$ cat src/hw/rtl/sbo_queue.sv
// Short register queue that decouples the front and back parts.
module sbo_queue #(
    parameter int WIDTH = 8,
    parameter int DEPTH = 2
) (
    input  logic             clk,
    input  logic             rst_n,
    input  logic             push,
    input  logic [WIDTH-1:0] push_data,
    output logic             not_full,
    input  logic             pop,
    output logic [WIDTH-1:0] pop_data,
    output logic             not_empty
);
    localparam int AW = (DEPTH > 1) ? $clog2(DEPTH) : 1;
    localparam int CW = $clog2(DEPTH + 1);

    logic [WIDTH-1:0] mem_reg [DEPTH];
    logic [AW-1:0]    wr_ptr_reg, wr_ptr_next;
    logic [AW-1:0]    rd_ptr_reg, rd_ptr_next;
    logic [CW-1:0]    count_reg, count_next;

    assign not_full  = (count_reg != CW'(DEPTH));
    assign not_empty = (count_reg != '0);
    assign pop_data  = mem_reg[rd_ptr_reg];

    always_comb
    begin
        wr_ptr_next = wr_ptr_reg;
        rd_ptr_next = rd_ptr_reg;
        count_next  = count_reg;
        if (push)
        begin
            wr_ptr_next = (wr_ptr_reg == AW'(DEPTH - 1)) ? '0 : wr_ptr_reg + AW'(1);
        end
        if (pop)
        begin
            rd_ptr_next = (rd_ptr_reg == AW'(DEPTH - 1)) ? '0 : rd_ptr_reg + AW'(1);
        end
        if (push && !pop)
        begin
            count_next = count_reg + CW'(1);
        end
        else if (pop && !push)
        begin
            count_next = count_reg - CW'(1);
        end
    end

    always_ff @(posedge clk or negedge rst_n)
    begin
        if (!rst_n)
        begin
            wr_ptr_reg <= '0;
            rd_ptr_reg <= '0;
            count_reg  <= '0;
        end
        else
        begin
            wr_ptr_reg <= wr_ptr_next;
            rd_ptr_reg <= rd_ptr_next;
            count_reg  <= count_next;
        end
    end

    always_ff @(posedge clk)
    begin
        if (push)
        begin
            mem_reg[wr_ptr_reg] <= push_data;
        end
    end

    a_count_bound: assert property (@(posedge clk) disable iff (!rst_n)
        count_reg <= CW'(DEPTH))
        else $error("queue count beyond depth");

    a_push_grows: assert property (@(posedge clk) disable iff (!rst_n)
        push && !pop |=> count_reg == $past(count_reg) + CW'(1))
        else $error("queue count did not grow on push");

endmodule

$ cat config.mk
export PLATFORM = sky130hd
export DESIGN_NAME = sbo_queue
export DESIGN_NICKNAME = d
export VERILOG_FILES = /design/src/hw/rtl/sbo_queue.sv
export SDC_FILE = /design/constraint.sdc
export NUM_CORES = 1
export LEC_CHECK = 0
export BUFFER_PORTS_ARGS = -buffer_cell sky130_fd_sc_hd__buf_2
export CORE_AREA = 2 2 60 62
export DETAILED_ROUTE_END_ITERATION = 8
export DIE_AREA = 0 0 62 64
export PLACE_DENSITY = 0.49
export SYNTH_ARGS = -nofsm -noshare
export SYNTH_HDL_FRONTEND = slang
export SYNTH_SLANG_ARGS = --single-unit
$ cat constraint.sdc
create_clock -name clk -period 2.9 [get_ports clk]
set_input_delay 0.435 -clock clk [delete_from_list [all_inputs] [get_ports clk]]
set_output_delay 0.435 -clock clk [all_outputs]
set_load 0.01 [all_outputs]
### Word level (Yosys, flattened, before mapping)

Memory sizes are Yosys's and may differ from the RTL's.
Cells that the tools add are included.

* mux-type cells: 6
* equality and inequality tests: 1
* reduce and logical (&&, ||, !) cells: 6
* add/sub/neg operators: 4

Operators with widths (number)
* 2-to-1 mux 1 bit: 4
* 2-to-1 mux 2 bit: 2
* nonzero test 2 bit: 2
* adder 1 bit (second input constant): 2
* adder 2 x 1 -> 2 bit (second input constant): 1
* logical AND 1 bit: 2
* logical NOT 1 bit: 2
* inequality test 2 bit (second input constant): 1
* subtractor 2 x 1 -> 2 bit (second input constant): 1

* output and inout bits: 10
* flip-flop bits (word level): 4
* memories kept: 1
* input port bits: 12
* logic and storage cells: 21
* memory bits (writable): 16

Memories
* mem_reg: words 2, bits a word 8, read ports 1, clocked after memory_dff 0, wr ports 1, line 18 `logic [WIDTH-1:0] mem_reg [DEPTH];`

### Logic depth before layout (Yosys ltp)

Gate-level depths: netlist (run 1).

* depth in word-level cells: 4
* mapped depth: 5
* gate-level depth less buffers: 5

### Worst setup path before layout (run 1)

No wires, ideal clock.

* kind: register to output
* from: register rd_ptr_reg
* to: output port pop_data[0]
* cell stages (with the launch flop): 3
* arrival time: 804 ps
* setup slack: 1661 ps
* cell sequence: dfrtp_1 -> buf_6 -> mux2_4

* cells in the longest elaborated chain, start to end: 1

RTL lines
* start, declared: line 20 `logic [AW-1:0] rd_ptr_reg, rd_ptr_next;`
* start signal, assigned: line 61 `rd_ptr_reg <= rd_ptr_next;`
* memory read (2 x 8 bit)
* end, declared: line 12 `output logic [WIDTH-1:0] pop_data,`

No other way between the ends.

### Worst setup path after layout (run 1)

* from: register rd_ptr_reg
* to: output port pop_data[5]

The elaborated chain is that of the path after synthesis.

==> results of run 1 <==
## critical path: cells and delay by family (launching register included)
| kind | cells | cell delay, ps |
|---|---|---|
| multiplexers | 1 | 350 |
| buffers and inverters | 1 | 140 |
| flip-flops | 1 | 700 |
## final cells by class
| cell class | instances | area (um^2) | share of cell area (%) |
|---|---|---|---|
| well taps | 46 | 57.56 | 5.672 |
| repair buffers | 22 | 115.1 | 11.34 |
| clock inverters | 1 | 30.03 | 2.959 |
| flip-flops and latches | 20 | 580.6 | 57.21 |
| multi-input cells | 19 | 205.2 | 20.22 |
| clock buffers | 3 | 22.52 | 2.219 |
| inverters | 1 | 3.754 | 0.3699 |
## per-layer routing
metal  vias up  track usage, %
li1        198               -
met3         2           3.644
met1       174           8.752
met4         0           2.394
met5         -               0
met2        19           8.464
## path summary, 6_finish.rpt
path	slack, ps	end	cells past startpoint	startpoint
max	990	pop_data[5]	2	rd_ptr_reg$_DFFE_PN0P_
min	320	mem_reg[1][0]$_DFFE_PP_	1	push_data[0]
max reg2reg	1600	mem_reg[0][5]$_DFFE_PP_	1	wr_ptr_reg$_DFFE_PN0P_
min reg2reg	490	wr_ptr_reg$_DFFE_PN0P_	1	wr_ptr_reg$_DFFE_PN0P_
max in group asynchronous	2320	count_reg[1]$_DFFE_PN0P_	2	rst_n
min in group asynchronous	460	wr_ptr_reg$_DFFE_PN0P_	2	rst_n
## kinds of logic after synthesis
| group | share of synthesized area (%) |
|---|---|
| buf+inv | 1.874 |
| fa+ha+maj | 1.562 |
| simple gates | 3.595 |
| flops | 72.50 |
| mux | 15.00 |
| xor+xnor | 5.469 |
## metrics by stage
step	cell area (um^2)	utilization [%]	hold WS (ps)	power [uW]	setup slack, ps
after floorplan	800.8	-	139.4	647.3	1661
after global placement	952.2	28.99	249.9	727.8	1310
after detailed placement	952.2	28.99	251.3	730.6	1305
after CTS	1015	30.90	307.3	960.3	951.1
after global routing	1015	30.90	299.0	993.7	896.7
final	1015	30.90	318.0	942.0	993.4
## cells in the mapped netlist
| master | n |
|---|---|
| sky130_fd_sc_hd__nor2b_1 | 1 |
| sky130_fd_sc_hd__and2_1 | 1 |
| sky130_fd_sc_hd__buf_6 | 1 |
| sky130_fd_sc_hd__nor2_1 | 1 |
| sky130_fd_sc_hd__ha_1 | 1 |
| sky130_fd_sc_hd__or2_1 | 1 |
| sky130_fd_sc_hd__dfrtp_1 | 4 |
| sky130_fd_sc_hd__edfxtp_1 | 16 |
| sky130_fd_sc_hd__inv_1 | 1 |
| sky130_fd_sc_hd__xor2_1 | 4 |
| sky130_fd_sc_hd__xnor2_1 | 1 |
| sky130_fd_sc_hd__mux2_4 | 8 |
| sky130_fd_sc_hd__nand2b_1 | 1 |
## report_power, final
part,internal [uW],leakage [uW],switching [uW]
registers,390,0.000197,64.3
logic,156,0.000195,107
clock network,140,0.0000279,85.1
total,686,0.000420,256
==> out/metrics.cfg, run 1 <==
[clock_tree]
cts_num_sinks=20
cts_tree=built
clk_latency_ps=300
clockRootBuffer=sky130_fd_sc_hd__clkbuf_4
cts_inserted_buffers=3
clock_pin_slew_reported_for_the_worst_setup_and_hold_paths_after_clock_tree_synthesis_ps=120
cts.path.max_buffers=2
cts_max_level=1
cts_hold_repair.buffers=1
cts_setup_buffers=0
cts-resized-gates=0

[routing]
wl_mm=1.213
post_drt_via_cell_ratio=3.509
route.detailed.drc=0
wl_met2_um=491
top_layer=met4
via_count=393
routed_wire_length_per_instance_um=10.83
route.met3.wl_um=100
drt-pass1-iter-count=4
drtIter0Drc=2
drtAntennaViolNets=0
m1WireLength_um=610

[synth]
synth_top_cell_area_share_pct=60.00
yosys_synthesis_warning_count=0
syn-mean-instance-area_um2=19.53
yosys.area.top_type=sky130_fd_sc_hd__edfxtp_1
synth_sequential_area_ratio_pct=72.50
syn-cell-area_um2=800.8
synth_nets=54
synth_top_area_cells=sky130_fd_sc_hd__edfxtp_1, sky130_fd_sc_hd__mux2_4, sky130_fd_sc_hd__dfrtp_1
synthesis.instances=41
ys_ff_latch=20
ys_types=13

[sta]
fin_crit_ps=1907
pins_over_their_slew_limit=0
achievable-frequency_ghz=0.5245
finalSetupViolCount=0
finalSetupTns_ps=0
slew_headroom_pct=55.95
tightest_slew_ps=659.3
fin_skew_ps=9.326
finalCritPeriodShare_pct=65.74
hold_viol=0
grt_setup_unrepaired=false

[global_route]
grt_max_degree=13
overflow=0
first_global_vias=388
antenna_violations_before_repair=0
track_usage_pct=6.457
global_route_wire_length_before_repair_mm=1.794

[floorplanning]
fp.dieH_um=64
initial_utilization_pct=24.38
floorplan.core_area_um2=3284
dieArea_um2=3968
die_w_um=62
num_io_pins=22
fp-row-count=21

[cells_and_area]
final_net_count=80
drive_gt1_share_pct=50.00
largest_reg_flops=16
final_cell_mix=sky130_fd_sc_hd__buf_2, sky130_fd_sc_hd__edfxtp_1, sky130_fd_sc_hd__mux2_4
antenna_cells_inserted=0
layout_commonest_cell=sky130_fd_sc_hd__buf_2
final_cell_count_no_fill=112
num-fill-cells=340
area_growth_syn_to_layout_pct=26.72

[critical_path]
classification_of_the_worst_setup_path=flip-flop to output port
required_ps=2470
crit_path_end_kind=output port
critPathSlowestCell=sky130_fd_sc_hd__dfrtp_1
critical_path_peak_fanout=9
worst_ep_arrival_time_ps=1470
critical-path-max-stage-delay_ps=700
timing.critical_path.cells=mux2_4 > buf_2
worst_setup_path_start_kind=flip-flop

[outcome]
status=finished clean

[placement]
port_buffers=21
numPlacedInstances=107
gp_congestion=0.6451

[hold_path]
hp-class=input pin to flip-flop

[pwr]
peak_vdd_ir_uv=418.9
power-per-cell-area_nw_per_um2=928.4
power.leakage_uw=0.0004201

[run]
drv.max_cap_violation_count=0

No activity file was read; power rests on OpenSTA's default activity.
==> run 2: changes to the inputs <==
--- a/config.mk
+++ b/config.mk
@@ -5,10 +5,11 @@
 export SDC_FILE = /design/constraint.sdc
 export NUM_CORES = 1
 export LEC_CHECK = 0
+export ABC_AREA = 1
 export BUFFER_PORTS_ARGS = -buffer_cell sky130_fd_sc_hd__buf_2
-export CORE_AREA = 2 2 60 62
+export CORE_AREA = 2 2 61 63
 export DETAILED_ROUTE_END_ITERATION = 8
-export DIE_AREA = 0 0 62 64
+export DIE_AREA = 0 0 63 65
 export PLACE_DENSITY = 0.49
 export SYNTH_ARGS = -nofsm -noshare
 export SYNTH_HDL_FRONTEND = slang
==> constraint.sdc (replaced) <==
create_clock -name clk -period 1.95 [get_ports clk]
set_input_delay 0.2925 -clock clk [delete_from_list [all_inputs] [get_ports clk]]
set_output_delay 0.2925 -clock clk [all_outputs]
set_load 0.01 [all_outputs]
==> out/metrics.cfg, run 2 <==
[routing]
drt-pass1-iter-count=2
post_drt_via_cell_ratio=3.637
route.detailed.drc=0
drtIter0Drc=15
wl_mm=1.246
drtAntennaViolNets=0
via_count=451
routed_wire_length_per_instance_um=10.05

[synth]
yosys_synthesis_warning_count=0
syn-cell-area_um2=818.3
synthesis.instances=50
synth_nets=63
ys_types=12
synth_top_area_cells=sky130_fd_sc_hd__edfxtp_1, sky130_fd_sc_hd__mux2_4, sky130_fd_sc_hd__dfrtp_1
synth_top_cell_area_share_pct=58.72
synth.most_common_cell=sky130_fd_sc_hd__edfxtp_1
synth_ff_type=sky130_fd_sc_hd__edfxtp_1
ys_async_sr_fraction_pct=20.00
ys_ff_latch=20
synth.top_cells.by_count=sky130_fd_sc_hd__edfxtp_1, sky130_fd_sc_hd__mux2_4, sky130_fd_sc_hd__inv_1, sky130_fd_sc_hd__nand2_1, sky130_fd_sc_hd__dfrtp_1
syn-mean-instance-area_um2=16.37
synth_enable_flop_cells=16
yosys.area.top_type=sky130_fd_sc_hd__edfxtp_1
synth_sequential_area_ratio_pct=70.95

[sta]
fin_skew_ps=3.336
slew_headroom_pct=64.33
tightest_slew_ps=535.1
grt_setup_unrepaired=false
hold_viol=0
finalSetupTns_ps=0
achievable-frequency_ghz=0.5651
finalSetupViolCount=0
pins_over_their_slew_limit=0
finalCritPeriodShare_pct=90.76
fin_crit_ps=1770

[floorplanning]
initial_utilization_pct=23.41
fp.dieH_um=65
num_io_pins=22
fp-row-count=22
floorplan.core_area_um2=3496
die_w_um=63
dieArea_um2=4095

[clock_tree]
clock_pin_slew_reported_for_the_worst_setup_and_hold_paths_after_clock_tree_synthesis_ps=110
clockRootBuffer=sky130_fd_sc_hd__clkbuf_4
cts_tree=built
cts.path.max_buffers=2
cts_setup_buffers=0
clk_latency_ps=300
cts_hold_repair.buffers=1
cts_max_level=1
cts-resized-gates=0
cts_num_sinks=20
cts_inserted_buffers=3

[cells_and_area]
final_net_count=90
multi_input_comb_area_um2=200.2
antenna_cells_inserted=0
layout_commonest_cell=sky130_fd_sc_hd__buf_2
seqCellArea_um2=580.6
area_growth_syn_to_layout_pct=27.37
num-fill-cells=360
drive_gt1_share_pct=44.74
final_cell_mix=sky130_fd_sc_hd__buf_2, sky130_fd_sc_hd__edfxtp_1, sky130_fd_sc_hd__mux2_4
largest_reg_flops=16

[critical_path]
r2r.worst_path.cells=2
worst_setup_path_start_kind=flip-flop
rrSetupSlack_ps=820
worst_r2r_startpoint=wr_ptr_reg$_DFFE_PN0P_
timing.critical_path.cells=mux2_4 > buf_2
crit_path_end_kind=output port
required_ps=1660
critical-path-max-stage-delay_ps=700
critical_path_peak_fanout=9
classification_of_the_worst_setup_path=flip-flop to output port
worst_ep_arrival_time_ps=1480
rr_endpoint=mem_reg[0][5]$_DFFE_PP_
critPathSlowestCell=sky130_fd_sc_hd__dfrtp_1

[global_route]
antenna_violations_before_repair=0
track_usage_pct=7.186
first_global_vias=487
grt_max_degree=13
overflow=0
global_route_wire_length_before_repair_mm=2.166

[pwr]
intPower_uw=1019
peak_vdd_ir_uv=627.8
switchingPower_uw=399.4
power_frac_clock_pct=23.6
power.leakage_uw=0.0004590
power-per-cell-area_nw_per_um2=1361
netSwitchingFraction_pct=28.15
total_power_uw=1419
p_seq_share_pct=47.5
fraction_of_power_consumed_by_combinational_cells_pct=28.9

[placement]
gp_congestion=0.6247
detailed_place_hpwl_um=909
port_buffers=21

[hold_path]
hp-class=input pin to flip-flop
worstHoldPathCells=1
hold_path.startpoint=push_data[5]
hold_end=mem_reg[1][5]$_DFFE_PP_

[run]
drv.max_cap_violation_count=0

[outcome]
status=finished clean

[run 2: cell families after synthesis]
| family | synth area share, % |
|---|---|
| flip-flops | 70.95 |
| AND/OR/NAND/NOR | 5.046 |
| buffers and inverters | 4.588 |
| multiplexers | 14.68 |
| XOR/XNOR | 3.212 |
| adder cells (fa/ha/maj) | 1.529 |
[run 2: how the worst max path moves through the flow]
stage | slack, ps | start | cells past startpoint | end
finish | 180 | rd_ptr_reg$_DFFE_PN0P_ | 2 | pop_data[3]
global route | 80 | rd_ptr_reg$_DFFE_PN0P_ | 2 | pop_data[4]
CTS | 130 | rd_ptr_reg$_DFFE_PN0P_ | 2 | pop_data[3]
detailed placement | 490 | rd_ptr_reg$_DFFE_PN0P_ | 2 | pop_data[3]
global placement | 510 | rd_ptr_reg$_DFFE_PN0P_ | 2 | pop_data[4]
floorplan | 810 | wr_ptr_reg$_DFFE_PN0P_ | 1 | mem_reg[0][0]$_DFFE_PP_
[run 2: critical path, delay by kind of cell (launching register included)]
kind / cells / cell delay, ps
buffers and inverters: 1 / 140
flip-flops: 1 / 700
multiplexers: 1 / 340
[run 2: area by class of cell]
cell class / instances / share of cell area, %
clock buffer: 3 / 2.161
clock inverter: 1 / 2.881
inverter: 7 / 2.521
multi-input combinational: 22 / 19.21
sequential: 20 / 55.70
tap: 48 / 5.762
timing repair buffer: 23 / 11.76
[run 2: per-layer routing]
layer	part of all wire, %	track usage [%]	routed length [um]	up-vias
met5	0	0	0	-
met3	10	3.993	130	2
met1	44	8.224	549	205
met4	1.0	3.333	13	0
li1	-	-	-	224
met2	44	10.90	552	20
[run 2: metrics by stage]
| stage | std cells | setup slack [ps] | cell area [um^2] | hold WS, ps | utilization, % |
|---|---|---|---|---|---|
| 5_1_grt | 124 | 76.10 | 1042 | 149.1 | 29.81 |
| 4_1_cts | 124 | 134.7 | 1042 | 153.4 | 29.81 |
| 6_report | 124 | 180.3 | 1042 | 168.5 | 29.81 |
| 2_1_floorplan | 50 | 806.2 | 818.3 | -3.091 | - |
| 3_5_place_dp | 119 | 491.5 | 979.7 | 105.8 | 28.02 |
| 3_3_place_gp | 119 | 512.6 | 979.7 | 107.0 | 28.02 |
[run 2: power groups by stage]
stage / Combinational [uW] / Clock [uW] / Sequential, uW
floorplan: 343 / 0 / 625
global placement: 417 / 0 / 679
detailed placement: 418 / 0 / 684
CTS: 418 / 350 / 677
global route: 452 / 363 / 693
finish: 410 / 335 / 674
==> run 3: changes to the inputs <==
--- a/config.mk
+++ b/config.mk
@@ -7,10 +7,10 @@
 export LEC_CHECK = 0
 export ABC_AREA = 1
 export BUFFER_PORTS_ARGS = -buffer_cell sky130_fd_sc_hd__buf_2
-export CORE_AREA = 2 2 61 63
+export CORE_AREA = 2 2 44 46
 export DETAILED_ROUTE_END_ITERATION = 8
-export DIE_AREA = 0 0 63 65
-export PLACE_DENSITY = 0.49
+export DIE_AREA = 0 0 46 48
+export PLACE_DENSITY = 0.79
 export SYNTH_ARGS = -nofsm -noshare
 export SYNTH_HDL_FRONTEND = slang
 export SYNTH_SLANG_ARGS = --single-unit
==> out/metrics.cfg, run 3 (synthesis results as in run 2) <==
[outcome]
status=finished clean

[global_route]
track_usage_pct=12.10
first_global_vias=400
global_route_wire_length_before_repair_mm=1.725
overflow=0
grt_max_degree=12
antenna_violations_before_repair=0

[sta]
fin_skew_ps=3.710
finalSetupTns_ps=0
fin_crit_ps=1749
finalSetupViolCount=0
pins_over_their_slew_limit=0
achievable-frequency_ghz=0.5719
finalCritPeriodShare_pct=89.67
hold_viol=0
grt_setup_unrepaired=false
slew_headroom_pct=56.35
tightest_slew_ps=652.3

[clock_tree]
cts-resized-gates=0
cts_inserted_buffers=3
cts.path.max_buffers=2
cts_tree=built
cts_hold_repair.buffers=1
clock_pin_slew_reported_for_the_worst_setup_and_hold_paths_after_clock_tree_synthesis_ps=110
cts_setup_buffers=0
clockRootBuffer=sky130_fd_sc_hd__clkbuf_4
cts_max_level=1
cts_num_sinks=20
clk_latency_ps=290

[floorplanning]
fp.dieH_um=48
floorplan.core_area_um2=1689
die_w_um=46
dieArea_um2=2208
num_io_pins=22
fp-row-count=15
initial_utilization_pct=48.44

[routing]
drtIter0Drc=4
wl_met2_um=537
m1WireLength_um=484
via_count=440
wl_mm=1.125
drt-pass1-iter-count=4
route.detailed.drc=0
post_drt_via_cell_ratio=4.783
route.met3.wl_um=92
top_layer=met4
routed_wire_length_per_instance_um=12.23
drtAntennaViolNets=0

[cells_and_area]
antenna_cells_inserted=0
finish.instance_area_um2=979.7
area_growth_syn_to_layout_pct=19.72
layout_commonest_cell=sky130_fd_sc_hd__buf_2
final_net_count=89
final_cell_mix=sky130_fd_sc_hd__buf_2, sky130_fd_sc_hd__edfxtp_1, sky130_fd_sc_hd__mux2_4
final_cell_count_no_fill=92
drive_gt1_share_pct=44.00
largest_reg_flops=16
num-fill-cells=148

[placement]
gp_congestion=0.6149
detailed_place_hpwl_um=845.6
numPlacedInstances=87
cell_area_after_placement_um2=933.4
port_buffers=21

[run]
drv.max_cap_violation_count=0

[critical_path]
worst_setup_path_start_kind=flip-flop
worst_ep_arrival_time_ps=1460
crit_path_end_kind=output port
rrSetupSlack_ps=650
classification_of_the_worst_setup_path=flip-flop to output port
critical_path_peak_fanout=9
required_ps=1660
worst_r2r_startpoint=wr_ptr_reg$_DFFE_PN0P_
r2r.worst_path.cells=1
rr_endpoint=mem_reg[0][1]$_DFFE_PP_

[hold_path]
hp-class=input pin to flip-flop
worstHoldPathCells=1
hold_end=mem_reg[0][5]$_DFFE_PP_
hold_path.startpoint=push_data[5]

[pwr]
power.leakage_uw=0.0004470
total_power_uw=1307
power-per-cell-area_nw_per_um2=1334
peak_vdd_ir_uv=747.1

run 3: critical path: stages, from the launching register on:
cell                      delay (ps)
sky130_fd_sc_hd__dfrtp_1         680
sky130_fd_sc_hd__mux2_4          340
sky130_fd_sc_hd__buf_2           140
run 3: cell type report:
class,instances,area (um^2),area share [%]
sequential,20,580.6,59.26
clock buffer,4,36.28,3.704
inverter,7,26.28,2.682
timing repair buffer,22,115.1,11.75
multi-input combinational,22,200.2,20.43
tap,17,21.27,2.171
run 3: how the worst max path moves through the flow:
stage          depth (start not counted)                      end              startpoint  slack, ps
2_1_floorplan                          1  mem_reg[0][0]$_DFFE_PP_  wr_ptr_reg$_DFFE_PN0P_        810
3_3_place_gp                           2              pop_data[2]  rd_ptr_reg$_DFFE_PN0P_        550
3_5_place_dp                           2              pop_data[2]  rd_ptr_reg$_DFFE_PN0P_        510
4_1_cts                                2              pop_data[2]  rd_ptr_reg$_DFFE_PN0P_        160
5_1_grt                                2              pop_data[2]  rd_ptr_reg$_DFFE_PN0P_        120
6_report                               2              pop_data[2]  rd_ptr_reg$_DFFE_PN0P_        200
run 3: metrics by stage:
step                      utilization, %  worst slack [ps]  hold slack, ps
final                              58.00             201.4           183.2
after global placement             55.26             546.1           102.7
after floorplan                        -             806.2          -3.091
after global routing               58.00             122.7           161.9
after CTS                          58.00             163.7           172.9
after detailed placement           55.26             507.9           102.3
run 3: report_power, final:
part / total [uW] / switching (uW) / internal (uW) / leakage [uW]
registers: 670 / 91.1 / 579 / 0.000197
clock network: 232 / 119 / 114 / 0.0000210
logic: 404 / 178 / 226 / 0.000229
total: 1310 / 388 / 919 / 0.000447
run 3: routing by layer:
layer	vias up	GRT usage, %
li1	222	-
met1	197	13.73
met2	19	18.89
met3	2	4.528
met4	0	8.571
met5	-	0
