===== config.mk =====
export PLATFORM = sky130hd
export DESIGN_NAME = sbo_front
export DESIGN_NICKNAME = d
export VERILOG_FILES = /design/src/hw/rtl/sbo_pkg.sv /design/src/hw/rtl/sbo_front.sv
export SDC_FILE = /design/constraint.sdc
export NUM_CORES = 1
export LEC_CHECK = 0
export BUFFER_PORTS_ARGS = -buffer_cell sky130_fd_sc_hd__buf_4
export CAP_MARGIN = 40
export CORE_MARGIN = 8
export CORE_UTILIZATION = 56
export DETAILED_ROUTE_END_ITERATION = 7
export PLACE_DENSITY_LB_ADDON = 0.2
export SLEW_MARGIN = 20
export SYNTH_ARGS = -nofsm -noshare
export SYNTH_HDL_FRONTEND = slang
export SYNTH_SLANG_ARGS = --single-unit

===== constraint.sdc =====
create_clock -name clk -period 6.2 [get_ports clk]
set_input_delay 0.62 -clock clk [delete_from_list [all_inputs] [get_ports clk]]
set_output_delay 0.62 -clock clk [all_outputs]
set_load 0.03 [all_outputs]

===== src/hw/rtl/sbo_pkg.sv =====
// Shared types and codes for the segment/box overlap classifier.
package sbo_pkg;

    localparam int LEVEL_BITS   = 6;
    localparam int CLASS_BITS   = 2;
    localparam int REG_IDX_BITS = 2;

    localparam logic [CLASS_BITS-1:0] CLS_NONE = 2'd0;
    localparam logic [CLASS_BITS-1:0] CLS_PART = 2'd1;
    localparam logic [CLASS_BITS-1:0] CLS_FULL = 2'd2;

    localparam logic [REG_IDX_BITS-1:0] REG_SEG_START_X = 2'd0;
    localparam logic [REG_IDX_BITS-1:0] REG_SEG_START_Y = 2'd1;
    localparam logic [REG_IDX_BITS-1:0] REG_SEG_END_X   = 2'd2;
    localparam logic [REG_IDX_BITS-1:0] REG_SEG_END_Y   = 2'd3;

    typedef struct packed {
        logic                  start_in;
        logic                  end_in;
        logic [LEVEL_BITS-1:0] level;
    } sbo_tag_t;

    localparam int TAG_BITS = $bits(sbo_tag_t);

endpackage


===== src/hw/rtl/sbo_front.sv =====
// Front part: takes box requests, tests the endpoints and forms the differences.
module sbo_front #(
    parameter int COORD_BITS = 32
) (
    input  logic                               clk,
    input  logic                               rst_n,
    input  logic                               in_valid,
    output logic                               in_ready,
    input  logic signed [COORD_BITS-1:0]       box_min_x,
    input  logic signed [COORD_BITS-1:0]       box_max_x,
    input  logic signed [COORD_BITS-1:0]       box_min_y,
    input  logic signed [COORD_BITS-1:0]       box_max_y,
    input  logic [sbo_pkg::LEVEL_BITS-1:0]     tree_level,
    input  logic signed [COORD_BITS-1:0]       seg_start_x,
    input  logic signed [COORD_BITS-1:0]       seg_start_y,
    input  logic signed [COORD_BITS-1:0]       seg_end_x,
    input  logic signed [COORD_BITS-1:0]       seg_end_y,
    output logic                               push,
    input  logic                               push_ready,
    output sbo_pkg::sbo_tag_t                  tag,
    output logic signed [COORD_BITS:0]         vx,
    output logic signed [COORD_BITS:0]         vy1,
    output logic signed [COORD_BITS:0]         vy2,
    output logic signed [COORD_BITS:0]         wx,
    output logic signed [COORD_BITS:0]         wy1,
    output logic signed [COORD_BITS:0]         wy2
);
    import sbo_pkg::*;

    localparam int D = COORD_BITS + 1;

    logic signed [D-1:0] x0, x1, y0, y1, sx, sy;
    logic                accept;
    logic                start_in, end_in;
    logic                valid_reg, valid_next;
    sbo_tag_t            tag_reg;
    logic signed [D-1:0] vx_reg, vy1_reg, vy2_reg, wx_reg, wy1_reg, wy2_reg;

    assign x0 = $signed({box_min_x[COORD_BITS-1], box_min_x});
    assign x1 = $signed({box_max_x[COORD_BITS-1], box_max_x});
    assign y0 = $signed({box_min_y[COORD_BITS-1], box_min_y});
    assign y1 = $signed({box_max_y[COORD_BITS-1], box_max_y});
    assign sx = $signed({seg_start_x[COORD_BITS-1], seg_start_x});
    assign sy = $signed({seg_start_y[COORD_BITS-1], seg_start_y});

    // inclusive on every box edge
    assign start_in = (box_min_x <= seg_start_x) && (seg_start_x <= box_max_x) &&
                      (box_min_y <= seg_start_y) && (seg_start_y <= box_max_y);
    assign end_in   = (box_min_x <= seg_end_x) && (seg_end_x <= box_max_x) &&
                      (box_min_y <= seg_end_y) && (seg_end_y <= box_max_y);

    assign push     = valid_reg && push_ready;
    assign in_ready = !valid_reg || push_ready;
    assign accept   = in_valid && in_ready;

    always_comb
    begin
        valid_next = valid_reg;
        if (accept)
        begin
            valid_next = 1'b1;
        end
        else if (push)
        begin
            valid_next = 1'b0;
        end
    end

    always_ff @(posedge clk or negedge rst_n)
    begin
        if (!rst_n)
        begin
            valid_reg <= 1'b0;
        end
        else
        begin
            valid_reg <= valid_next;
        end
    end

    // diagonals: (x0,y0)-(x1,y1) and (x0,y1)-(x1,y0)
    always_ff @(posedge clk)
    begin
        if (accept)
        begin
            tag_reg.start_in <= start_in;
            tag_reg.end_in   <= end_in;
            tag_reg.level    <= tree_level;
            vx_reg           <= x1 - x0;
            vy1_reg          <= y1 - y0;
            vy2_reg          <= y0 - y1;
            wx_reg           <= x0 - sx;
            wy1_reg          <= y0 - sy;
            wy2_reg          <= y1 - sy;
        end
    end

    assign tag = tag_reg;
    assign vx  = vx_reg;
    assign vy1 = vy1_reg;
    assign vy2 = vy2_reg;
    assign wx  = wx_reg;
    assign wy1 = wy1_reg;
    assign wy2 = wy2_reg;

endmodule


* Yosys cells after proc, flatten, opt, wreduce, memory -nomap -nowiden
Index checks and enable logic that the tools add are counted.
** Storage, ports and cells
- Output and inout port bits :: 208
- Word-level logic and storage cells :: 37
- Register bits after elaboration :: 207
- Input port bits :: 266
** Operators by class
- Order comparisons :: 8
- Multiplexer cells :: 2
- Reduce and logical (&&, ||, !) cells :: 11
- Add/sub/neg operators :: 6
** Operators by type and width (number)
- 32-bit less-or-equal comparator :: 8
- 32-bit by 32-bit subtractor with 33-bit output :: 6
- 1-bit logical AND :: 8
- 1-bit two-way mux :: 2
- 2-bit nonzero test :: 1
- 1-bit zero test :: 1
- 1-bit logical OR :: 1

* Logic depth before layout (Yosys ltp)
Gate-level depths: netlist of run 1.
- Depth after elaboration :: 4
- Depth in mapped cells :: 12
- Gate-level depth less buffers :: 12

* Least setup slack after synthesis of run 1
Ideal clock, no wire load.
- Path kind :: input-to-reg
- Start :: in push_ready
- End :: reg tag_reg, in the netlist tag[0] (enable)
- Arrival time :: 5.665 ns
- Required time :: 5.610 ns
- Setup time :: 0.590 ns
- Path buffers :: 0
- Stages on the path :: 2
- Path slack :: -0.055 ns
- Path through :: nand2b_1 and2_1
** On the way
- Cells in the longest elaborated chain, start to end :: 2
** Ends and longest elaborated chain
- from (decl) :: line sbo_front.sv:19 : input logic push_ready,
- 1-bit logical OR :: line sbo_front.sv:53 : assign in_ready = !valid_reg || push_ready;
- 1-bit logical AND :: line sbo_front.sv:54 : assign accept = in_valid && in_ready;
- named net accept :: line sbo_front.sv:33 : logic accept;
- to (decl) :: line sbo_front.sv:36 : sbo_tag_t tag_reg;
The timed path passes the listed nets, and every way through them passes these cells.
A chain may end at the register's enable or synchronous reset.

* Final worst setup path of run 1
- Start :: in box_min_x[0]
- End :: reg wx_reg[28] (netlist: wx[28]), data pin
** On the way
- Cells in the longest elaborated chain, start to end :: 1
** Ends and longest elaborated chain
- from (decl) :: line sbo_front.sv:9 : input logic signed [COORD_BITS-1:0] box_min_x,
- 32-bit by 32-bit subtractor with 33-bit output :: line sbo_front.sv:92 : wx_reg <= x0 - sx;
- to (signal assigned) :: line sbo_front.sv:92
- to (decl) :: line sbo_front.sv:37 : logic signed [D-1:0] vx_reg, vy1_reg, vy2_reg, wx_reg, wy1_reg, wy2_reg;
No other way between the ends.

==> impl_metrics.tcl, run 1 <==
set metrics [dict create \
    power-per-cell-area_mw_per_mm2 220.7 \
    synth-async-reset-ratio 0.004854 \
    critical_path.slowest_cell "sky130_fd_sc_hd__fa_1" \
    timing.hold.worst_endpoint "tag[4]" \
    pin_count_of_the_biggest_net_entering_global_routing 123 \
    holdPathStages 1 \
    critPathMaxStageDelay_ns 0.42 \
    ctsLongestPathBuffers 3 \
    diode_insertion_count_for_antenna_repair 0 \
    floorplan.die.height_um 208.7 \
    grt_pass1_wl_um 114600 \
    ys_dominant_reg_cell "sky130_fd_sc_hd__edfxtp_1" \
    layout-drive-gt1-share 0.1952 \
    routedWlPerCell_um 23.41 \
    area_growth_syn_to_layout_pct 23.33 \
    sequence_of_cells_on_the_critical_path "buf_4 -> inv_1 -> ha_1 -> fa_1 -> nand2b_1 -> a211oi_1 -> o21ai_1 -> a31oi_1 -> a21boi_1 -> o21bai_1 -> a21oi_1 -> o21ai_1 -> xor2_1" \
    yosys.cell_types.count 80 \
    synth_seq_area_share 0.2974 \
    finalClockSkew_ns 0.02090 \
    via_count_of_the_first_global_routing_pass 20354 \
    rsz0062_at_grt "false" \
    cts_buffers 26 \
    fmax_mhz 308.0 \
    worstSetupStartpoint "box_min_x[0]" \
    tritoncts "yes" \
    yosys_warnings 0 \
    postSynthAreaPerCell_um2 8.989 \
    r2r-end "vx[27]" \
    post-route-util 0.7002 \
    syn_nets 2939 \
    outcome "finished clean" \
    timing.reg2reg.setup_slack_ns 4.50 \
    clock_sinks 206 \
    core-area_mm2 0.03661 \
    fin_hold_ws_ns 0.2461 \
    post_cts_resized 0 \
    synthCells 2312 \
    cpLargestDelayFamily "compound AO/OA/AOI/OAI gates" \
    setup.worst_path.start_class "input pin" \
    port_buffers 473 \
    final_antenna_net_count 0 \
    avgViaCountPerCell 6.130 \
    hold_start "tree_level[4]" \
    vdd_ir_drop_max_mv 0.1518 \
    initial_core_util 0.5677 \
    vias 19923 \
    critPathMaxFanout 5 \
    hold_path.class "input pin to flip-flop" \
    period_share 0.5236 \
    nNetsFinal 3390 \
    finalCriticalPeriod_ns 3.247 \
    worstPathRequired_ns 6.49 \
    number_of_enable_type_register_cells_in_the_synthesized_netlist 205 \
    floorplan.io_pins 474 \
    synth_area_mm2 0.02078 \
    regToRegStartpoint "valid_reg" \
    globalRouteTotalUtil 0.3331 \
    die_x_um 208.7 \
    overflow 0 \
    dr.first_iter.drc_count 1538 \
    report.final.slew_viol_count 0 \
    worst_slew_pin_tran_ns 0.9137 \
    htree_levels 1 \
    critPathCaptureType "flip-flop" \
    cpMostUsedCell "sky130_fd_sc_hd__o21ai_1" \
    path_class "input pin to flip-flop" \
    routed_wl_um 76070 \
    finalPower_uw 5658 \
    root_buffer_selected_by_cts "sky130_fd_sc_hd__clkbuf_16" \
    cp_num_buf_inv 2 \
    clkSlewWorstSetupHoldPaths_ns 0.06 \
    insertion_delay_ns 0.56 \
    die-area_mm2 0.04353 \
    drc_errors 0 \
    placementRows 70 \
    multi_input_comb_area_mm2 0.01325 \
    worstSetupPathDepth 13 \
    detailedRoute.firstPassIterationCount 6 \
    max-slew-margin-rel 0.3852 \
    tns_ns 0 \
    maxCapViolCount 0 \
    fillers 2861 \
    gpl.final_weighted_congestion 1.019 \
    timing.final.hold_violations 0 \
    worst_r2r_path_depth 3 \
    setup_viol 0 \
    hpwlAfterDp_um 63820 \
    antenna_found_initial 0 \
    p_leak_uw 0.01277 \
    cp.arrival_ns 3.54 \
    area.sequential_mm2 0.006181 \
    postSynthRegisterBits 206 \
]
==> repair_timing <==
item,4_1_cts,5_1_grt
endpoints found under the hold margin,1,0
hold buffers,1,0
buffers inserted,0,0
==> routing by layer <==
| metal | vias up | share of wire | track usage | wire length [um] |
|---|---|---|---|---|
| met1 | 9392 | 0.39 | 0.3950 | 29420 |
| met3 | 205 | 0.087 | 0.06465 | 6595 |
| met2 | 1059 | 0.48 | 0.5787 | 36290 |
| met5 | - | 0 | 0 | 0 |
| met4 | 0 | 0.050 | 0.1521 | 3771 |
| li1 | 9267 | - | - | - |
==> synthesized netlist by cell type, types with 39 or more instances <==
cell | count | area, um^2
sky130_fd_sc_hd__nand4_1 | 69 | 431.7
sky130_fd_sc_hd__ha_1 | 355 | 4442
sky130_fd_sc_hd__xnor2_1 | 108 | 945.9
sky130_fd_sc_hd__clkbuf_1 | 49 | 183.9
sky130_fd_sc_hd__o21ai_0 | 94 | 470.5
sky130_fd_sc_hd__nand2_1 | 105 | 394.1
sky130_fd_sc_hd__a21oi_1 | 220 | 1101
sky130_fd_sc_hd__xor2_1 | 52 | 455.4
sky130_fd_sc_hd__inv_1 | 305 | 1145
sky130_fd_sc_hd__nor2_1 | 132 | 495.5
sky130_fd_sc_hd__edfxtp_1 | 205 | 6156
sky130_fd_sc_hd__nor3_1 | 39 | 195.2
sky130_fd_sc_hd__a21o_1 | 159 | 1194
==> cell usage in the layout, fill, tap and decap left out, types with 11 or more instances in the layout <==
cell and n:
sky130_fd_sc_hd__inv_1 305, sky130_fd_sc_hd__nand3_1 28, sky130_fd_sc_hd__nor3_1 39, sky130_fd_sc_hd__a31oi_1 14, sky130_fd_sc_hd__nand2b_1 32, sky130_fd_sc_hd__nand2_1 105, sky130_fd_sc_hd__mux2i_1 11, sky130_fd_sc_hd__clkbuf_16 27
sky130_fd_sc_hd__ha_1 355, sky130_fd_sc_hd__o21bai_1 31, sky130_fd_sc_hd__a211oi_1 15, sky130_fd_sc_hd__nand4_1 69, sky130_fd_sc_hd__a21oi_1 220, sky130_fd_sc_hd__xor2_1 52, sky130_fd_sc_hd__and3_1 13, sky130_fd_sc_hd__edfxtp_1 205
sky130_fd_sc_hd__a21o_1 159, sky130_fd_sc_hd__nor2_1 132, sky130_fd_sc_hd__nor2b_1 37, sky130_fd_sc_hd__o21ai_0 94, sky130_fd_sc_hd__xnor2_1 108, sky130_fd_sc_hd__o21ai_1 27, sky130_fd_sc_hd__buf_4 474, sky130_fd_sc_hd__o21a_1 33
==> worst max-delay path by stage <==
stage                     endpoint  slack [ns]
after floorplan             tag[0]        2.22
after global placement      wx[28]        2.53
after detailed placement    wx[28]        2.42
after CTS                   wx[28]        3.01
after global routing        wx[28]        2.80
final                       wx[28]        2.95
==> where the power goes <==
group / total (uW) / switching (uW) / internal, uW
Clock: 1550 / 660 / 887
Sequential: 1830 / 58.3 / 1770
Combinational: 2280 / 1400 / 886
==> final cells by class <==
class                           count  area share
Timing Repair Buffer              477      0.1411
Clock inverter                     15    0.006150
Tap cell                          468     0.02284
Clock buffer                       32     0.02709
Sequential cell                   206      0.2411
Multi-Input combinational cell   1747      0.5171
Inverter                          305     0.04466
==> through the flow <==
| step | setup slack, ns | cells | instance area, um^2 |
|---|---|---|---|
| after floorplan | 2.220 | 2312 | 20780 |
| final | 2.953 | 3250 | 25630 |
| after CTS | 3.009 | 3250 | 25630 |
| after global routing | 2.795 | 3250 | 25630 |
| after detailed placement | 2.416 | 3202 | 24770 |
| after global placement | 2.533 | 3201 | 24740 |
==> kinds of logic (layout without fill, tap and decap cells) <==
family | Yosys count | in the layout | share of synthesized area
DFF | 206 | 206 | 0.2974
muxes | 12 | 12 | 0.005840
xor gates and xnor gates | 160 | 160 | 0.06743
and+or+nand+nor | 509 | 509 | 0.1237
adders and majority gates | 361 | 361 | 0.2195
AOI/OAI and AO/OA | 705 | 705 | 0.2212
buffers and inverters | 359 | 829 | 0.06502
(Power assumes the default switching activity.)
==> inputs of run 2 (changes only) <==
ABC_AREA = 1   (was default)
CORE_UTILIZATION = 52   (was 56)
clock period = 2.6 ns   (was 6.2 ns; I/O delays follow)
==> run 2 against run 1 <==
- final area up 8.4%
- synthesized cell count up 27%
- via count up 18%
- critical path depth down 3
- sequential share of layout area down 1.9 points
- global-route usage up 2.4 points
- clock-buffer cell count down 4
- first-iteration DRC count up 35%
- clock skew up 0.0060 ns
- clock power up 140%
- die area up 14%
- critical endpoint unchanged
==> impl_metrics.tcl, run 2 <==
set metrics [dict create \
    finalCriticalPeriod_ns 1.965 \
    outcome "finished clean" \
    port_buffers 473 \
    worst_r2r_path_depth 2 \
    nNetsFinal 4110 \
    synth.top_cell.area_share 0.2762 \
    vias 23427 \
    worst_slew_pin_tran_ns 0.6881 \
    rsz0062_at_grt "false" \
    critPathMaxStageDelay_ns 0.43 \
    cp.arrival_ns 2.25 \
    yosys_warnings 0 \
    yosys.cell_types.count 47 \
    number_of_enable_type_register_cells_in_the_synthesized_netlist 205 \
    postSynthAreaPerCell_um2 7.580 \
    routedWlPerCell_um 23.00 \
    placementRows 76 \
    max-slew-margin-rel 0.5365 \
    power-per-cell-area_mw_per_mm2 509.1 \
    diode_insertion_count_for_antenna_repair 0 \
    muxShareOfSynthArea 0 \
    dr.first_iter.drc_count 2072 \
    drc_errors 0 \
    regToRegStartpoint "valid_reg" \
    hold_start "push_ready" \
    setup_viol 0 \
    core-area_mm2 0.04270 \
    post_route_cell_area_mm2 0.02778 \
    path_class "input pin to flip-flop" \
    yosysMostFrequentCell "sky130_fd_sc_hd__nand2_1" \
    worstSetupStartpoint "box_min_x[0]" \
    post-synth-top-area-cell "sky130_fd_sc_hd__edfxtp_1" \
    overflow 0 \
    antenna_found_initial 0 \
    critPathCaptureType "flip-flop" \
    synth-async-reset-ratio 0.004854 \
    hold_path.class "input pin to flip-flop" \
    routed_wl_um 93090 \
    clkSlewWorstSetupHoldPaths_ns 0.06 \
    layout_commonest_cell "sky130_fd_sc_hd__nand2_1" \
    timing.reg2reg.setup_slack_ns 0.85 \
    synth_seq_area_share 0.2774 \
    grt_pass1_wl_um 137600 \
    hpwlAfterDp_um 79460 \
    globalRouteTotalUtil 0.3576 \
    synth_top_cells_by_count "sky130_fd_sc_hd__nand2_1, sky130_fd_sc_hd__inv_1, sky130_fd_sc_hd__ha_1" \
    worstPathRequired_ns 2.89 \
    r2r-end "wx[31]" \
    die_x_um 223.0 \
    die-area_mm2 0.04974 \
    maxCapViolCount 0 \
    ctsLongestPathBuffers 3 \
    postSynthRegisterBits 206 \
    floorplan.die.height_um 223.0 \
    cpLargestDelayFamily "compound AO/OA/AOI/OAI gates" \
    layout-drive-gt1-share 0.1970 \
    tns_ns 0 \
    root_buffer_selected_by_cts "sky130_fd_sc_hd__clkbuf_16" \
    tritoncts "yes" \
    gpl.final_weighted_congestion 1.059 \
    floorplan.io_pins 474 \
    period_share 0.7559 \
    synthCells 2940 \
    synth_top_family_by_area "simple AND/OR/NAND/NOR gates" \
    finalPower_uw 14140 \
    syn_nets 3567 \
    post_cts_resized 0 \
    holdPathStages 4 \
    cts_buffers 26 \
    critical_path.slowest_cell "sky130_fd_sc_hd__fa_1" \
    ys_dominant_reg_cell "sky130_fd_sc_hd__edfxtp_1" \
    timing.hold.worst_endpoint "valid_reg" \
    timing.final.hold_violations 0 \
    compound_cell_area_share_of_the_yosys_netlist 0.1584 \
    final_antenna_net_count 0 \
    most-common-layout-cells "sky130_fd_sc_hd__nand2_1, sky130_fd_sc_hd__buf_4, sky130_fd_sc_hd__inv_1, sky130_fd_sc_hd__ha_1, sky130_fd_sc_hd__a21oi_1" \
    vdd_ir_drop_max_mv 0.4482 \
    post_synth_main_area_contributors "sky130_fd_sc_hd__edfxtp_1, sky130_fd_sc_hd__ha_1, sky130_fd_sc_hd__nand2_1" \
    pin_count_of_the_biggest_net_entering_global_routing 80 \
    synth_area_mm2 0.02229 \
    critPathMaxFanout 4 \
    avgViaCountPerCell 5.787 \
    area_growth_syn_to_layout_pct 24.66 \
    clock_sinks 206 \
    finalClockSkew_ns 0.02687 \
    detailedRoute.firstPassIterationCount 8 \
    synth-xor-area-share 0.06013 \
    setup.worst_path.start_class "input pin" \
    fmax_mhz 508.8 \
    synthSimpleGateAreaFrac 0.2057 \
    sequence_of_cells_on_the_critical_path "buf_4 -> inv_1 -> ha_1 -> fa_1 -> o21ai_2 -> nand2_1 -> nand3_2 -> a21oi_2 -> o21ai_0 -> xor2_1" \
    insertion_delay_ns 0.58 \
    dpl_cell_area_mm2 0.02684 \
    htree_levels 1 \
    report.final.slew_viol_count 0 \
    cp_num_buf_inv 2 \
    via_count_of_the_first_global_routing_pass 23784 \
    synthAdderAreaFrac 0.2047 \
    p_leak_uw 0.01419 \
    initial_core_util 0.5219 \
]
[run 2: how the worst max path moves through the flow]
stage | slack (ns) | endpoint | cells past startpoint
after floorplan | -1.62 | tag[0] | 1
after global placement | 0.12 | tag[6] | 13
after detailed placement | 0.08 | tag[6] | 13
after CTS | 0.68 | tag[6] | 13
after global routing | 0.49 | wx[28] | 10
final | 0.63 | wx[28] | 10
[run 2: final cells by class]
class                           count  area (um^2)
Fill cell                        3636        14920
Multi-Input combinational cell   2195        14030
Sequential cell                   206         6181
Timing Repair Buffer              538         4099
Inverter                          516         1937
Tap cell                          546        683.2
Clock buffer                       28        658.1
Clock inverter                     19        196.4
[run 2: routing by layer]
metal / vias to the layer above / routed length, um / GRT usage
li1: 10936 / - / -
met1: 10920 / 34490 / 0.4070
met2: 1272 / 44200 / 0.6164
met3: 299 / 7431 / 0.05660
met4: 0 / 6978 / 0.2349
met5: - / 0 / 0
[run 2: repair_timing]
item | CTS | global route
hold buffers | 9 | 0
endpoints found under the hold margin | 8 | 0
buffers inserted | 0 | 0
[run 2: where the power goes]
part           total, uW  internal (uW)  leakage, uW  switching (uW)
logic               6000           2100       0.0118            3900
registers           4420           4230      0.00197             190
clock network       3730           2130     0.000403            1600
total              14100           8460       0.0142            5690
[run 2: per-stage QoR]
stage	cells	setup slack, ns	util	hold slack, ns
detailed placement	3992	0.07693	0.6285	0.03583
floorplan	2940	-1.622	-	-0.03559
finish	4048	0.6347	0.6507	0.01945
global route	4048	0.4942	0.6507	0.04086
global placement	3992	0.1237	0.6285	0.03553
CTS	4048	0.6832	0.6507	0.003637
[run 2: kinds of logic after synthesis]
group / Yosys count
XOR/XNOR: 153
buffers and inverters: 539
flip-flops: 206
AND/OR/NAND/NOR: 1072
adder cells (fa/ha/maj): 361
AO/OA/AOI/OAI: 609
[run 2: tightest hold or removal path, delay by kind of cell]
family	cells	cell delay, ns
simple gates	2	0.13
buf+inv	2	0.14
==> inputs of run 3 (changes only) <==
clock period = 1.7 ns   (was 2.6 ns; I/O delays follow)
==> run 3 against run 2 <==
- the flow now finishes with violations (negative setup slack)
- largest power group unchanged
- critical path depth up 2
- setup slack got worse by 0.90 ns
- core utilization is 15 points higher
- highest routed layer unchanged
- combinational power up 97%
==> impl_metrics.tcl, run 3 (same netlist as run 2, synthesis figures left out) <==
set metrics [dict create \
    met2RoutedLength_um 48230 \
    pwr-share-seq 0.275 \
    comb_power_share 0.487 \
    switching_share 0.3891 \
    nNetsFinal 4822 \
    die-area_mm2 0.04974 \
    clock_sinks 206 \
    floorplan.die.height_um 223.0 \
    ctsLongestPathBuffers 3 \
    detail_route.wirelength.met1_um 34990 \
    worstSetupStartpoint "box_min_y[10]" \
    dpl_cell_area_mm2 0.03260 \
    dr.first_iter.drc_count 2435 \
    routed-wl-met3_um 8354 \
    setup.worst_path.start_class "input pin" \
    timing.final.hold_violations 0 \
    worst_slew_pin_tran_ns 0.5343 \
    routedWlPerCell_um 21.02 \
    switchingPower_uw 9457 \
    worstPathRequired_ns 2.01 \
    area_growth_syn_to_layout_pct 53.43 \
    clock_power_share 0.237 \
    detailedRoute.firstPassIterationCount 7 \
    critPathMaxFanout 4 \
    p_leak_uw 0.01780 \
    crit_end "wy1[23]" \
    post-route-worst-setup-slack_ns -0.2611 \
    fmax_mhz 509.9 \
    via_count_of_the_first_global_routing_pass 27909 \
    grt_pass1_wl_um 147600 \
    multi_input_comb_area_mm2 0.01494 \
    final_antenna_net_count 0 \
    pin_count_of_the_biggest_net_entering_global_routing 47 \
    port_buffers 473 \
    maxCapViolCount 0 \
    vias 26598 \
    hpwlAfterDp_um 82040 \
    layout_commonest_cell "sky130_fd_sc_hd__buf_4" \
    floorplan.io_pins 474 \
    antenna_found_initial 2 \
    highest_layer "met4" \
    root_buffer_selected_by_cts "sky130_fd_sc_hd__clkbuf_16" \
    drc_errors 0 \
    tritoncts "yes" \
    path_class "input pin to flip-flop" \
    outcome "finished with violations" \
    initial_core_util 0.5219 \
    power-per-cell-area_mw_per_mm2 710.8 \
    period_share 1.154 \
    most-common-layout-cells "sky130_fd_sc_hd__buf_4, sky130_fd_sc_hd__nand2_1, sky130_fd_sc_hd__inv_1, sky130_fd_sc_hd__ha_1, sky130_fd_sc_hd__a21oi_1" \
    regToRegStartpoint "valid_reg" \
    post_route_cell_area_mm2 0.03419 \
    internal_power_uw 14850 \
    gpl.final_weighted_congestion 1.050 \
    overflow 0 \
    failed_checks "negative setup slack" \
    finalClockSkew_ns 0.02824 \
    layout-drive-gt1-share 0.3719 \
    r2r-end "vy1[13]" \
    placementRows 76 \
    rsz0062_at_grt "true" \
    globalRouteTotalUtil 0.3757 \
    timing.reg2reg.setup_slack_ns 0.16 \
    routed_wl_um 100100 \
    finalCriticalPeriod_ns 1.961 \
    setup_viol 8 \
    core-area_mm2 0.04270 \
    vdd_ir_drop_max_mv 0.7474 \
    cp.arrival_ns 2.27 \
    fillers 2836 \
    clkSlewWorstSetupHoldPaths_ns 0.06 \
    area.sequential_mm2 0.006181 \
    report.final.slew_viol_count 0 \
    insertion_delay_ns 0.58 \
    hold_path.class "input pin to flip-flop" \
    worst_r2r_path_depth 3 \
    die_x_um 223.0 \
    cts_buffers 25 \
    critPathCaptureType "flip-flop" \
    htree_levels 1 \
    max-slew-margin-rel 0.6411 \
    tns_ns -0.8471 \
    avgViaCountPerCell 5.585 \
]
[run 3: metal layers]
layer,track usage,up-vias
met4,0.2710,0
met1,0.3931,12280
li1,-,12341
met5,0,-
met3,0.07183,473
met2,0.6691,1504
[run 3: worst min-delay path by stage]
stage / depth (start not counted) / from / to
after floorplan: 0 / rst_n / valid_reg
after global placement: 1 / rst_n / valid_reg
after detailed placement: 1 / rst_n / valid_reg
after CTS: 3 / seg_start_y[0] / wy2[0]
after global routing: 3 / seg_start_y[0] / wy2[0]
final: 3 / seg_start_y[0] / wy2[0]
[run 3: layout make-up]
class / count / area share
Clock inverter: 19 / 0.006404
Clock buffer: 27 / 0.01852
Timing Repair Buffer: 1251 / 0.2789
Inverter: 516 / 0.05833
Antenna cell: 2 / 0.0001464
Multi-Input combinational cell: 2195 / 0.4369
Tap cell: 546 / 0.01998
Sequential cell: 206 / 0.1808
[run 3: metrics by stage]
| stage | hold WS [ns] | std cells | total power (uW) | utilization | setup slack (ns) |
|---|---|---|---|---|---|
| 6_report | 0.05388 | 4762 | 24300 | 0.8008 | -0.2611 |
| 5_1_grt | 0.05660 | 4762 | 25210 | 0.8008 | -0.3322 |
| 3_3_place_gp | -0.05457 | 4695 | 17640 | 0.7634 | -0.7662 |
| 2_1_floorplan | -0.1256 | 2940 | 12350 | - | -2.522 |
| 4_1_cts | 0.03645 | 4751 | 23760 | 0.7862 | 0.001310 |
| 3_5_place_dp | -0.05308 | 4695 | 17910 | 0.7634 | -0.7087 |
[run 3: what timing repair did]
item	CTS	global route
hold endpoints to repair	8	0
gates cloned	0	0
hold buffers	10	0
buffers inserted	0	9
resized for setup	3	140
endpoints found under the setup margin	2	56
pin swaps	0	30
[run 3: power by group through the flow]
stage	sequential [uW]	clock [uW]	combinational, uW
after floorplan	7850	0	4510
after global placement	6750	0	10900
after detailed placement	6760	0	11100
after CTS	6680	5780	11300
after global routing	6730	5910	12600
final	6690	5770	11800
[run 3: worst max-delay path, stage by stage]
cell                       delay, ns
sky130_fd_sc_hd__buf_4          0.15
sky130_fd_sc_hd__buf_12         0.12
sky130_fd_sc_hd__ha_1           0.35
sky130_fd_sc_hd__a21oi_2        0.34
sky130_fd_sc_hd__a21boi_2       0.41
sky130_fd_sc_hd__o21ai_4        0.17
sky130_fd_sc_hd__nand2_2        0.12
sky130_fd_sc_hd__nand2_2        0.08
sky130_fd_sc_hd__nand2_1        0.12
sky130_fd_sc_hd__nand2_1        0.08
sky130_fd_sc_hd__nand2_1        0.07
sky130_fd_sc_hd__nand2_1        0.06
